===== config.mk =====
export PLATFORM = sky130hd
export DESIGN_NAME = asre_div_step
export DESIGN_NICKNAME = d
export VERILOG_FILES = /design/src/sv/asre_pkg.sv /design/src/sv/asre_div_step.sv
export SDC_FILE = /design/constraint.sdc
export NUM_CORES = 1
export LEC_CHECK = 0
export ABC_AREA = 0
export BUFFER_PORTS_ARGS = -buffer_cell sky130_fd_sc_hd__buf_2
export CAP_MARGIN = 0
export CELL_PAD_IN_SITES_DETAIL_PLACEMENT = 1
export CELL_PAD_IN_SITES_GLOBAL_PLACEMENT = 2
export CORE_AREA = 2 2 129 131
export DETAILED_ROUTE_END_ITERATION = 7
export DIE_AREA = 0 0 131 133
export GPL_TIMING_DRIVEN = 1
export MAX_ROUTING_LAYER = met4
export PLACE_DENSITY = 0.83
export SYNTH_ARGS = -nofsm -noshare
export SYNTH_HDL_FRONTEND = slang
export SYNTH_SLANG_ARGS = --single-unit

===== constraint.sdc =====
create_clock -name vclk -period 19.75
set_input_delay 1.975 -clock vclk [all_inputs]
set_output_delay 1.975 -clock vclk [all_outputs]
set_load 0.01 [all_outputs]

===== src/sv/asre_pkg.sv =====
// ----------------------------------------------------------------------------
// asre_pkg
// Types, constants and small decode functions shared by the rate entry block.
// ----------------------------------------------------------------------------
`timescale 1ns / 1ps

package asre_pkg;

    localparam int IDX_W       = 9;
    localparam int POP_W       = 7;
    localparam int RATE_W      = 57;
    localparam int Q_W         = 32;
    localparam int PROD_W      = 2 * Q_W;
    localparam int MUT_SHIFT   = 12;
    localparam int MVAL_W      = PROD_W - MUT_SHIFT + 2;
    localparam int QUO_W       = 48;
    localparam int DIV_STEPS   = 6;
    localparam int DIV_STAGES  = QUO_W / DIV_STEPS;
    localparam int NUM_LANES   = 3;
    localparam int NUM_PAIRS   = 6;
    localparam int NUM_NT      = 4;
    localparam int BLK_W       = 3;

    localparam logic [IDX_W-1:0] FIXED_STATES = IDX_W'(NUM_NT);

    localparam int CFG_AW     = 6;
    localparam int CFG_DW     = 64;
    localparam int CFG_IDX_W  = 3;

    localparam logic [CFG_IDX_W-1:0] REG_POP_SIZE  = 3'd0;
    localparam logic [CFG_IDX_W-1:0] REG_MUT_AC_AG = 3'd1;
    localparam logic [CFG_IDX_W-1:0] REG_MUT_AT_CG = 3'd2;
    localparam logic [CFG_IDX_W-1:0] REG_MUT_CT_GT = 3'd3;
    localparam logic [CFG_IDX_W-1:0] REG_FREQ_A_C  = 3'd4;
    localparam logic [CFG_IDX_W-1:0] REG_FREQ_G_T  = 3'd5;

    localparam logic [POP_W-1:0]  POP_RESET  = 7'd10;
    localparam logic [CFG_DW-1:0] MUT_RESET  = 64'd184468845406150;
    localparam logic [CFG_DW-1:0] FREQ_RESET = 64'd1152921504875282432;

    localparam int KIND_W = 3;
    localparam logic [KIND_W-1:0] K_ZERO   = 3'd0;
    localparam logic [KIND_W-1:0] K_DRIFT  = 3'd1;
    localparam logic [KIND_W-1:0] K_MUT    = 3'd2;
    localparam logic [KIND_W-1:0] K_NDRIFT = 3'd3;
    localparam logic [KIND_W-1:0] K_NMUT   = 3'd4;

    typedef struct packed {
        logic [POP_W-1:0]  pop_size;
        logic [NUM_PAIRS-1:0][Q_W-1:0] mu;
        logic [NUM_NT-1:0][Q_W-1:0]    fr;
    } cfg_t;

    typedef struct packed {
        logic             fixed;
        logic [1:0]       x;
        logic [1:0]       y;
        logic [POP_W-1:0] cnt;
    } state_t;

    function automatic logic [1:0] pair_first(input logic [BLK_W-1:0] blk);
        logic [1:0] nt;
        case (blk)
            3'd0:    nt = 2'd0;
            3'd1:    nt = 2'd0;
            3'd2:    nt = 2'd0;
            3'd3:    nt = 2'd1;
            3'd4:    nt = 2'd1;
            default: nt = 2'd2;
        endcase
        return nt;
    endfunction

    function automatic logic [1:0] pair_second(input logic [BLK_W-1:0] blk);
        logic [1:0] nt;
        case (blk)
            3'd0:    nt = 2'd1;
            3'd1:    nt = 2'd2;
            3'd2:    nt = 2'd3;
            3'd3:    nt = 2'd2;
            3'd4:    nt = 2'd3;
            default: nt = 2'd3;
        endcase
        return nt;
    endfunction

    function automatic logic [2:0] pair_index(input logic [1:0] a, input logic [1:0] b);
        logic [1:0] lo;
        logic [1:0] hi;
        logic [2:0] k;
        lo = (a < b) ? a : b;
        hi = (a < b) ? b : a;
        case (lo)
            2'd0:    k = {1'b0, hi} - 3'd1;
            2'd1:    k = {1'b0, hi} + 3'd1;
            default: k = 3'd5;
        endcase
        return k;
    endfunction

endpackage


===== src/sv/asre_div_step.sv =====
// ----------------------------------------------------------------------------
// asre_div_step
// A group of restoring division steps, producing several quotient bits.
// ----------------------------------------------------------------------------
`timescale 1ns / 1ps

module asre_div_step
    import asre_pkg::*;
#(
    parameter int DEN_W = 13
)
(
    input  logic [DEN_W-1:0] rem_in,
    input  logic [QUO_W-1:0] quo_in,
    input  logic [DEN_W-1:0] den,
    output logic [DEN_W-1:0] rem_out,
    output logic [QUO_W-1:0] quo_out
);

    always_comb
    begin
        logic [DEN_W:0]   t;
        logic [DEN_W-1:0] r;
        logic [QUO_W-1:0] q;
        logic             qb;
        r = rem_in;
        q = quo_in;
        for (int k = 0; k < DIV_STEPS; k++)
        begin
            t  = {r, 1'b0};
            qb = (t >= {1'b0, den});
            if (qb)
            begin
                t = t - {1'b0, den};
            end
            r = t[DEN_W-1:0];
            q = {q[QUO_W-2:0], qb};
        end
        rem_out = r;
        quo_out = q;
    end

endmodule


Yosys cells after proc, flatten, opt, wreduce, memory -nomap -nowiden
Index checks and enable logic that the tools add are counted.
{"block": "word_totals", "reg_bits": 0, "in_bits": 74, "out_inout_bits": 61, "wordCells": 18}
{"block": "op_classes", "n_addsub": 6, "magnitude_cmp": 6, "muxes": 6}
{"op": ">= comparator 14 x 13 -> 1 bit", "n": 6}
{"op": "two-way mux 13 bit", "n": 6}
{"op": "subtractor 13 bit", "n": 6}

Depth between registers and ports, before layout
Gate-level depths: netlist of the first run.
{"block": "logic_depth", "depth_word": 12, "ltp_mapped": 72, "depth_no_buf": 66}

Worst setup path before layout of the first run
No wires, ideal clock.
{"block": "synth_path", "path_kind": "input to output", "from": "input port rem_in[0]", "to": "output port rem_out[10]", "arrival_ns": 16.164, "required_time_ns": 17.775, "path_slack_ns": 1.611, "cell_stages": 68, "n_path_buf": 9, "path_cell_list": "inv_1 > fa_1 > nand2b_1 > a211oi_2 > nor3_2 > o31a_1 > inv_1 > clkbuf_1 > nor2_1 > a21oi_1 > ha_1 > a21o_1 > a221o_1 > a2111oi_4 > o21ai_2 > a21oi_2 > nand2_2 > buf_1 > [32 not listed] > nor4_1 > or3_1 > buf_6 > clkbuf_1 > nor2_1 > ha_1 > o21a_1 > o21ai_0 > nand2b_1 > a31oi_1 > o21ai_1 > o31ai_1 > a21oi_1 > or2_0 > buf_1 > a21oi_4 > inv_4 > a221o_1"}
{"block": "synth_via", "elab_chain_cells": 12, "word_cells_on_any_way": 18, "cone_classes": "add/sub (6); order compare (6); mux (6)"}
{"item": "from (decl)", "line_no": "asre_div_step.sv:13", "source": "input logic [DEN_W-1:0] rem_in,"}
{"item": ">= comparator 14 x 13 -> 1 bit (*)", "line_no": "asre_div_step.sv:31", "source": "qb = (t >= {1'b0, den});"}
{"item": "net quo_out[5]", "line_no": "asre_div_step.sv:17", "source": "output logic [QUO_W-1:0] quo_out"}
{"item": "two-way mux 13 bit (*)", "line_no": "asre_div_step.sv:32", "source": "if (qb)"}
{"item": ">= comparator 14 x 13 -> 1 bit (*)", "line_no": "asre_div_step.sv:31"}
{"item": "net quo_out[4]", "line_no": "asre_div_step.sv:17"}
{"item": "two-way mux 13 bit (*)", "line_no": "asre_div_step.sv:32"}
{"item": ">= comparator 14 x 13 -> 1 bit (*)", "line_no": "asre_div_step.sv:31"}
{"item": "net quo_out[3]", "line_no": "asre_div_step.sv:17"}
{"item": "two-way mux 13 bit (*)", "line_no": "asre_div_step.sv:32"}
{"item": ">= comparator 14 x 13 -> 1 bit (*)", "line_no": "asre_div_step.sv:31"}
{"item": "net quo_out[2]", "line_no": "asre_div_step.sv:17"}
{"item": "two-way mux 13 bit (*)", "line_no": "asre_div_step.sv:32"}
{"item": "subtractor 13 bit or >= comparator 14 x 13 -> 1 bit (tied branches)", "line_no": "asre_div_step.sv:34, asre_div_step.sv:31"}
{"item": "two-way mux 13 bit (*)", "line_no": "asre_div_step.sv:32"}
{"item": ">= comparator 14 x 13 -> 1 bit (*)", "line_no": "asre_div_step.sv:31"}
{"item": "net quo_out[0]", "line_no": "asre_div_step.sv:17"}
{"item": "two-way mux 13 bit (*)", "line_no": "asre_div_step.sv:32"}
{"item": "to (decl)", "line_no": "asre_div_step.sv:16", "source": "output logic [DEN_W-1:0] rem_out,"}
Mark *: on every way through the listed nets, which the timed path passes. The rest lies on a longest branch.

Final worst setup path of the first run
{"block": "layout_path", "from": "input port den[9]", "to": "output port rem_out[4]"}
{"block": "layout_via", "elab_chain_cells": 12, "word_cells_on_any_way": 18, "cone_classes": "add/sub (6); order compare (6); mux (6)"}
{"item": "from (decl)", "line_no": "asre_div_step.sv:15", "source": "input logic [DEN_W-1:0] den,"}
{"item": "subtractor 13 bit or >= comparator 14 x 13 -> 1 bit (tied branches)", "line_no": "asre_div_step.sv:34, asre_div_step.sv:31"}
{"item": "two-way mux 13 bit", "line_no": "asre_div_step.sv:32"}
{"item": "subtractor 13 bit or >= comparator 14 x 13 -> 1 bit (tied branches)", "line_no": "asre_div_step.sv:34, asre_div_step.sv:31"}
{"item": "two-way mux 13 bit", "line_no": "asre_div_step.sv:32"}
{"item": "subtractor 13 bit or >= comparator 14 x 13 -> 1 bit (tied branches)", "line_no": "asre_div_step.sv:34, asre_div_step.sv:31"}
{"item": "two-way mux 13 bit", "line_no": "asre_div_step.sv:32"}
{"item": "subtractor 13 bit or >= comparator 14 x 13 -> 1 bit (tied branches)", "line_no": "asre_div_step.sv:34, asre_div_step.sv:31"}
{"item": "two-way mux 13 bit", "line_no": "asre_div_step.sv:32"}
{"item": ">= comparator 14 x 13 -> 1 bit or subtractor 13 bit (tied branches)", "line_no": "asre_div_step.sv:31, asre_div_step.sv:34"}
{"item": "two-way mux 13 bit", "line_no": "asre_div_step.sv:32"}
{"item": "subtractor 13 bit or >= comparator 14 x 13 -> 1 bit (tied branches)", "line_no": "asre_div_step.sv:34, asre_div_step.sv:31"}
{"item": "two-way mux 13 bit (*)", "line_no": "asre_div_step.sv:32"}
Every way passes the cells marked *; elsewhere a longest branch is shown, timed or not.

==> results.txt, run 1 <==
The peak fanout along the critical path is 13. The critical path required time came out at 17770 ps. The maximum number of pins on one net before global-route repair came out at 19. The all-layer global routing usage came out at about 17%.

The die height came out at 133 µm. The first TritonRoute pass finished after 4 iterations. Sorting the synthesized cells by how often they occur yields nor2_1 (79), ha_1 (73), a21oi_1 (67), buf_4 (42), o21ai_0 (38). The routed length per placed instance is ~16 µm. Of the post-synthesis cell area, the dominant cell type holds between 10% and 20%. The fraction of layout instances using a drive strength above 1 came out at between 10% and 20%. Subtracting the final worst setup slack from the clock period gives roughly 19000 ps.

The area taken by flip-flops and latches came out at 0 µm². The number of distinct library cells after synthesis came out at 78. Of the total synthesized cell area, the portion taken by XOR and XNOR cells is 9.472%. The relative slew slack came out at between 50% and 60%. The worst endpoint data arrival time is 16660 ps.

The sum of routed wire length over all layers is approximately 15000 µm. The number of cells produced by synthesis came out at about 680. The initial cell density of the core came out at between 20% and 30%. The largest family of logic cells by synthesized area is compound AO/OA/AOI/OAI gates. Setup violations remaining at the end of the flow were counted as 0. The class of the tightest hold or removal check is primary input to output port. Yosys attributes the largest share of cell area to ha_1 (19%), a21oi_1 (7.1%), buf_4 (6.7%). The flip-flop and latch count came out at 0. The clock buffer count in the final layout is 0. A synthesized cell averages 6.986 µm². The biggest cell delay along the critical path is about 470 ps. The share of the synthesized area in compound gates (AO/OA/AOI/OAI) came out at a little under a third.

The global route total overflow came out at 0. The share of the clock period used by the worst path came out at approximately 94%. The worst setup path is of the primary input to output port kind.

The floorplan step defined a die boundary enclosing 0.01742 mm². The horizontal extent of the die came out at between 100 and 150 µm. The number of top-level design ports came out at roughly 140.

For this block, the via count after detailed routing is roughly 4800. The summed instance area of the synthesized netlist is about 0.0047 mm². Summing the areas of all fa, ha and maj instances in the mapped netlist gives between 10% and 20% of the synthesized area. In the routed design, unresolved DRC markers number 0. The count of port buffers added during placement is 45. Among the stages of the critical path, the cell type that occurs most often is a21oi_1.

The synthesized netlist devotes roughly 23% of its cell area to simple gates. The via count normalized by instance count came out at 5.314. For this block, the initial DRC count from the detailed router was 203.

The half-perimeter wire length after placement is around 12000 µm. The wire length of the first global-routing pass is approximately 25000 µm. The hold path startpoint is quo_in[6]. The number of global-route vias before repair came to a little under 5000.

The final core utilization came out at between 30% and 40%. The maximum operating frequency came out at around 54 MHz. The flow ran to the end, and the final reports show no timing, DRC or antenna violations. The remaining antenna violation count after routing came out at 0.

The number of antenna violations at the first check in global routing came out at 0. The diode insertion count for antenna repair is 0. Yosys instantiated no cell more often than nor2_1. The category of the worst setup path launch point is a primary input.

During synthesis, Yosys emitted a total of 0 warnings. The final max-slew violation count is 0. The element type at the critical path end is an output port. After the last flow step, the layout net total stands at ~830. The mux share of post-synthesis cell area is between 5 and 6%. The max capacitance violation total is 0. The post-synthesis sequential area ratio is 0%. Counting instances, the worst hold path has a depth of 0. The area growth from synthesis to layout came out at 7.350%. Buffers inserted to repair hold after CTS numbered 0. The post-synthesis net count came out at 823. The number of rows created at floorplan came out at 47. For the pin with the worst max-slew slack, the measured transition is between 700 and 800 ps.

The cell with the biggest individual delay on the critical path is a2111o_1. The final weighted congestion in routability-driven placement is 0.8201. In this run the worst setup path begins at den[9]. The cell type contributing the most total cell area after synthesis is ha_1.

The number of fill cells is 2024. The standard cell core area is between 0.015 and 0.02 mm². The total count of hold-check failures in the final report came out at 0.
-- metal layers --
| metal | vias to the layer above | part of all wire [%] | GRT usage [%] |
|---|---|---|---|
| met3 | 14 | 1.5 | 0.4852 |
| li1 | 2459 | - | - |
| met1 | 2288 | 51 | 24.54 |
| met5 | - | 0 | - |
| met2 | 43 | 47 | 28.53 |
| met4 | 0 | 0.81 | 1.950 |
-- metrics by stage --
stage | hold slack, ps | area [µm²] | cells | TNS [ps] | setup slack [ps]
after floorplan | 4042 | 4716 | 675 | 0 | 1611
after global placement | 3950 | 4942 | 897 | 0 | 462.2
after detailed placement | 3950 | 4942 | 897 | 0 | 306.1
after CTS | 3950 | 4942 | 897 | 0 | 238.6
after global routing | 3950 | 5062 | 904 | -579.1 | -85.84
final | 3950 | 5062 | 904 | 0 | 1116
-- repair_timing --
| action | 4_1_cts | 5_1_grt |
|---|---|---|
| setup buffers | 0 | 6 |
| gates resized for setup | 0 | 19 |
| setup endpoints to repair | 0 | 14 |
| hold endpoints to repair | 0 | 0 |
-- layout make-up --
cell class,count,area (µm²),share of cell area (%)
Multi-Input combinational cell,576,4225,83.47
Timing Repair Buffer,68,397.9,7.860
Tap cell,220,275.3,5.437
Inverter,39,156.4,3.089
Timing Repair inverter,1,7.507,0.1483
-- layout by cell type, fill, tap and decap left out, types with 10 or more instances in the layout --
master and count:
o21a_1 16, nor2_1 78, nand2b_1 16, a21oi_1 65
ha_1 72, nor3_1 17, a21o_1 11, nor2b_1 11
mux2_2 14, inv_1 35, o21ai_0 36, buf_4 23
buf_2 45, xor2_1 17, nand2_1 32, xnor2_1 34
a221o_1 14, nand3_1 10
-- kinds of logic (layout without fill, tap and decap cells) --
logic type	count (synthesis)	count (layout)
and+or+nand+nor	214	214
adders and majority gates	74	74
muxes	22	22
AOI/OAI and AO/OA	215	215
xor gates and xnor gates	51	51
buffers and inverters	99	108
-- critical path, delay by kind of cell --
kind            cells  cell delay, ps
compound gates     30            7410
fa+ha+maj           6            1920
buf+inv            10            1440
mux                 3             840
simple gates       13            3030
-- final timing paths --
path	endpoint	slack (ps)
setup / recovery	rem_out[4]	1120
hold / removal	quo_out[12]	3950
Power of run 1 is left out: the tool's default activity adds up to more than one toggle a clock period on the data nets, which glitch-free logic cannot reach.
==> run 2: changes to the inputs <==
--- a/config.mk
+++ b/config.mk
@@ -14,7 +14,6 @@
 export DETAILED_ROUTE_END_ITERATION = 7
 export DIE_AREA = 0 0 131 133
 export GPL_TIMING_DRIVEN = 1
-export MAX_ROUTING_LAYER = met4
 export PLACE_DENSITY = 0.83
 export SYNTH_ARGS = -nofsm -noshare
 export SYNTH_HDL_FRONTEND = slang
==> constraint.sdc (replaced) <==
create_clock -name vclk -period 20.8
set_input_delay 2.08 -clock vclk [all_inputs]
set_output_delay 2.08 -clock vclk [all_outputs]
set_load 0.01 [all_outputs]
==> results.txt, run 2 (same netlist as run 1, synthesis figures left out) <==
The peak fanout along the critical path is 20 (+7). The worst hold path belongs to the class primary input to output port. The biggest cell delay along the critical path was 490 ps (+20 ps). The sum of routed wire length over all layers is 14550 µm (-2.3%). Setup repair after global routing left no endpoint under its margin.

The final max-slew violation count is 0 (unchanged). The critical path ends at rem_out[12]. The most common cell after layout, fill and taps aside is nor2_1. The initial cell density of the core is 29.16% (unchanged).

The standard cell core area is 0.01617 mm² (unchanged). The number of rows created at floorplan came out at 47 (unchanged). The final non-filler cell total came to 893 (-1.2%). The horizontal extent of the die came out at 131 µm (unchanged). The critical path starts at den[0]. The die area came out at 0.01742 mm² (unchanged). In the layout the commonest cells are nor2_1 (79), ha_1 (73), a21oi_1 (65), buf_2 (45), o21ai_0 (38). The number of cells in the design after placement is 890 (-0.78%).

The cell with the biggest individual delay on the critical path is fa_1. The residual DRC count is 0 (unchanged). The die height came out at 133 µm (unchanged). The wire length of the first global-routing pass came to 24430 µm (-0.48%). The final setup violation count came out at 0 (unchanged). The critical path required time is 18720 ps (+950 ps). The post-cts hold buffer count came out at 0 (unchanged). The total count of hold-check failures in the final report is 0 (unchanged). The number of fill cells came to 2077 (+2.6%).

The max capacitance violation total came out at 0 (unchanged). The area used by multi-input combinational logic came out at 0.004190 mm² (-0.83%). The worst endpoint data arrival time was 17260 ps (+600 ps). The sum of negative setup slack is 0 ps (unchanged).

The number of global-route vias before repair came out at 4849 (+0.31%). The share of the clock period used by the worst path came out at between 90% and 100%. The diode insertion count for antenna repair came out at 0 (unchanged).

The area taken by flip-flops and latches is 0 µm² (unchanged). The flip-flop and latch count came out at 0 (unchanged). The maximum operating frequency came out at between 50 and 60 MHz.

The count of port buffers added during placement came out at 45 (unchanged). For the finished layout, the period the worst path requires is just under 20000 ps. The net count of the finished layout is 823 (-1.3%).

The pre-CTS worst setup slack was 855.5 ps (+549.4 ps). The area growth from synthesis to layout is 5.041%. The worst setup path is captured at an output port. The final weighted congestion in routability-driven placement came to 0.8158 (-0.52%). The number of top-level design ports is 135 (unchanged).

The global route total overflow is 0 (unchanged). The routed length per placed instance came out at 16.29 µm (-1.1%). The via count normalized by instance count came to 5.364 (+0.94%). The number of antenna violations at the first check in global routing is 0 (unchanged). The run finished with clean final reports. The worst setup path is launched from a primary input.

The DRC marker count from the first detailed-route iteration is 232 (+14%). The relative slew slack is 51.96% (+0.37 points). The half-perimeter wire length after placement is 12390 µm (-0.73%).

The number of detailed-route iterations in the first pass came out at 4 (unchanged). The number of vias in the routed layout came out at 4790 (-0.29%). The fraction of layout instances using a drive strength above 1 came to 15.30% (-2.4 points). The type of the worst setup path is primary input to output port.

The actual transition at the worst max-transition pin came out at 711.3 ps (-5.442 ps). The all-layer global routing usage came out at 16.89% (-0.51 points). The maximum number of pins on one net before global-route repair came out at 21 (+2). The worst setup margin was 1459 ps (+343.7 ps).

The remaining antenna violation count after routing came to 0 (unchanged). The clock buffer count in the final layout is 0 (unchanged).
-- run 2: cell type report --
cell class	instances	share of cell area, %
Inverter	39	3.082
Multi-Input combinational cell	576	84.59
Tap cell	220	5.557
Timing Repair Buffer	58	6.769
-- run 2: how the worst min path moves through the flow --
stage               from          end  cells past startpoint
3_5_place_dp   quo_in[9]  quo_out[15]                      0
3_3_place_gp   quo_in[9]  quo_out[15]                      0
6_report       quo_in[6]  quo_out[12]                      0
2_1_floorplan  quo_in[4]  quo_out[10]                      1
5_1_grt        quo_in[6]  quo_out[12]                      0
4_1_cts        quo_in[9]  quo_out[15]                      0
-- run 2: metal layers --
layer,up-vias,track usage (%),share of wire (%)
li1,2435,-,-
met1,2299,24.27,50
met2,42,28.76,47
met3,14,0.5661,2.3
met4,0,1.891,0.68
met5,-,0,0
-- run 2: stage by stage --
step	utilization, %	hold slack [ps]	cell area [µm²]
3_5_place_dp	30.24	4160	4890
5_1_grt	30.63	4160	4954
3_3_place_gp	30.24	4160	4890
4_1_cts	30.24	4160	4890
6_report	30.63	4160	4954
2_1_floorplan	-	4252	4716
-- run 2: repair_timing --
| item | 4_1_cts | 5_1_grt |
|---|---|---|
| gates resized for setup | 0 | 6 |
| endpoints found under the hold margin | 0 | 0 |
| setup endpoints to repair | 0 | 14 |
| setup buffers | 0 | 3 |
-- run 2: worst max-delay path: cells and delay by family --
kind	cells	cell delay [ps]
AOI/OAI and AO/OA	28	7410
buffers and inverters	10	1360
xor gates and xnor gates	1	110
adders and majority gates	6	2020
and+or+nand+nor	16	3320
muxes	3	920
Power of run 2 is left out for the same reason.
==> run 3: changes to the inputs <==
--- a/config.mk
+++ b/config.mk
@@ -6,7 +6,7 @@
 export NUM_CORES = 1
 export LEC_CHECK = 0
 export ABC_AREA = 0
-export BUFFER_PORTS_ARGS = -buffer_cell sky130_fd_sc_hd__buf_2
+export BUFFER_PORTS_ARGS = -buffer_cell sky130_fd_sc_hd__buf_4
 export CAP_MARGIN = 0
 export CELL_PAD_IN_SITES_DETAIL_PLACEMENT = 1
 export CELL_PAD_IN_SITES_GLOBAL_PLACEMENT = 2
@@ -14,7 +14,7 @@
 export DETAILED_ROUTE_END_ITERATION = 7
 export DIE_AREA = 0 0 131 133
 export GPL_TIMING_DRIVEN = 1
-export PLACE_DENSITY = 0.83
+export PLACE_DENSITY_LB_ADDON = 0.1
 export SYNTH_ARGS = -nofsm -noshare
 export SYNTH_HDL_FRONTEND = slang
 export SYNTH_SLANG_ARGS = --single-unit
==> results.txt, run 3 (same netlist as run 1, synthesis figures left out) <==
The maximum operating frequency is 50.85 MHz (-1.7%). The type of the worst setup path is primary input to output port. The standard cell core area was 0.01617 mm² (unchanged). The relative slew slack was 49.59% (-2.4 points).

In the layout the commonest cells are buf_4 (80), nor2_1 (79), ha_1 (73), a21oi_1 (67), o21ai_0 (38). The number of rows created at floorplan is 47 (unchanged). The final max-slew violation count came out at 0 (unchanged).

STA classifies the critical path endpoint as an output port. The global route total overflow came to 0 (unchanged). The worst hold path belongs to the class primary input to output port.

The run finished with clean final reports. The biggest cell delay along the critical path came out at 550 ps (+60 ps). The area growth from synthesis to layout is 10.27%.

The final weighted congestion in routability-driven placement is 0.8160 (about the same). The die area is 0.01742 mm² (unchanged). The slowest stage of the critical path belongs to the cell a21oi_1. The sum of routed wire length over all layers is 16720 µm (+15%). The clock buffer count in the final layout is 0 (unchanged). The final critical-path required period came to 19670 ps (+326.4 ps). The total count of hold-check failures in the final report is 0 (unchanged). The area taken by flip-flops and latches came to 0 µm² (unchanged). The number of antenna violations at the first check in global routing came out at 0 (unchanged). The number of detailed-route iterations in the first pass came out at 4 (unchanged). STA classifies the critical path startpoint as a primary input. The residual DRC count came out at 0 (unchanged). The worst endpoint data arrival time is 17590 ps (+330 ps).

The wire length of the first global-routing pass is 26570 µm (+8.8%). The DRC marker count from the first detailed-route iteration is 180 (-22%). The all-layer global routing usage is 18.95% (+2.1 points). The horizontal extent of the die is 131 µm (unchanged).

The net count of the finished layout is 845 (+2.7%). The half-perimeter wire length after placement is 14270 µm (+15%). The number of setup buffers added after CTS came out at 0 (unchanged).

The count of port buffers added during placement came out at 45 (unchanged). The met3 layer usage reported by global route came out at 0.3639% (-0.20 points). The fraction of layout instances using a drive strength above 1 came out at 17.41% (+2.1 points). Setup repair after global routing left no endpoint under its margin. The final core utilization came out at 32.15% (+1.5 points). The share of the clock period used by the worst path is 94.55% (+1.6 points). The initial cell density of the core was 29.16% (unchanged). The worst setup margin came to 1133 ps (-326.4 ps). The peak fanout along the critical path came out at 17 (-15%). The max capacitance violation total came out at 0 (unchanged). The number of top-level design ports is 135 (unchanged). The number of vias in the routed layout came out at 4898 (+2.3%). The number of fill cells came out at 2016 (-2.9%). The remaining antenna violation count after routing came out at 0 (unchanged). The routed length per placed instance is 18.27 µm (+12%).

The via count normalized by instance count is 5.353 (-0.20%). The area used by multi-input combinational logic came to 0.004172 mm² (-0.45%). The actual transition at the worst max-transition pin is 746.5 ps (+35.11 ps).

The met1 routing resource usage after global routing was 29.46% (+5.2 points). Leaving out fill and tap cells, the most frequent cell in the layout is buf_4. The final setup violation count came out at 0 (unchanged). The number of global-route vias before repair came out at 4838 (-0.23%). The die height is 133 µm (unchanged). The diode insertion count for antenna repair is 0 (unchanged). The critical path required time came to 18720 ps (about the same).

The fraction of met2 tracks used by global routing is 30.17% (+1.4 points). The most utilized layer in the global route result is met2. The sum of negative setup slack is 0 ps (unchanged). The flip-flop and latch count was 0 (unchanged). The pre-CTS worst setup slack came out at 1117 ps (+261.7 ps). The maximum number of pins on one net before global-route repair is 20 (-4.8%).
-- run 3: cell count changes in the layout (fill, tap and decap cells not counted), sizes merged --
cell,previous run,this run
buf,58,80
-- run 3: worst paths after layout --
kind  cells after the start           to      start
min                       0  quo_out[12]  quo_in[6]
max                      65   rem_out[8]     den[9]
-- run 3: metrics by stage --
stage	instances	hold slack [ps]	cell area, µm²
6_report	915	4160	5200
5_1_grt	915	4160	5200
4_1_cts	915	4160	5190
3_5_place_dp	915	4160	5190
3_3_place_gp	915	4160	5190
2_1_floorplan	675	4252	4716
-- run 3: cell type report --
| type | instances | area share (%) |
|---|---|---|
| tap | 220 | 5.294 |
| timing repair buffer | 80 | 11.55 |
| multi-input combinational | 576 | 80.22 |
| inverter | 39 | 2.936 |
-- run 3: per-layer routing --
layer | part of all wire [%] | up-vias
li1 | - | 2478
met4 | 0.69 | 0
met5 | 0 | -
met2 | 43 | 69
met1 | 54 | 2331
met3 | 2.3 | 20
-- run 3: worst max-delay path: cells and delay by family --
kind	cells	cell delay, ps
AO/OA/AOI/OAI	32	7710
AND/OR/NAND/NOR	13	2680
adder cells (fa/ha/maj)	6	1970
buffers and inverters	11	1970
multiplexers	3	1130
-- run 3: what timing repair did --
item,in CTS,in global routing
gates resized for setup,0,2
endpoints found under the setup margin,0,4
hold buffers,0,0
Power of run 3 is left out for the same reason.
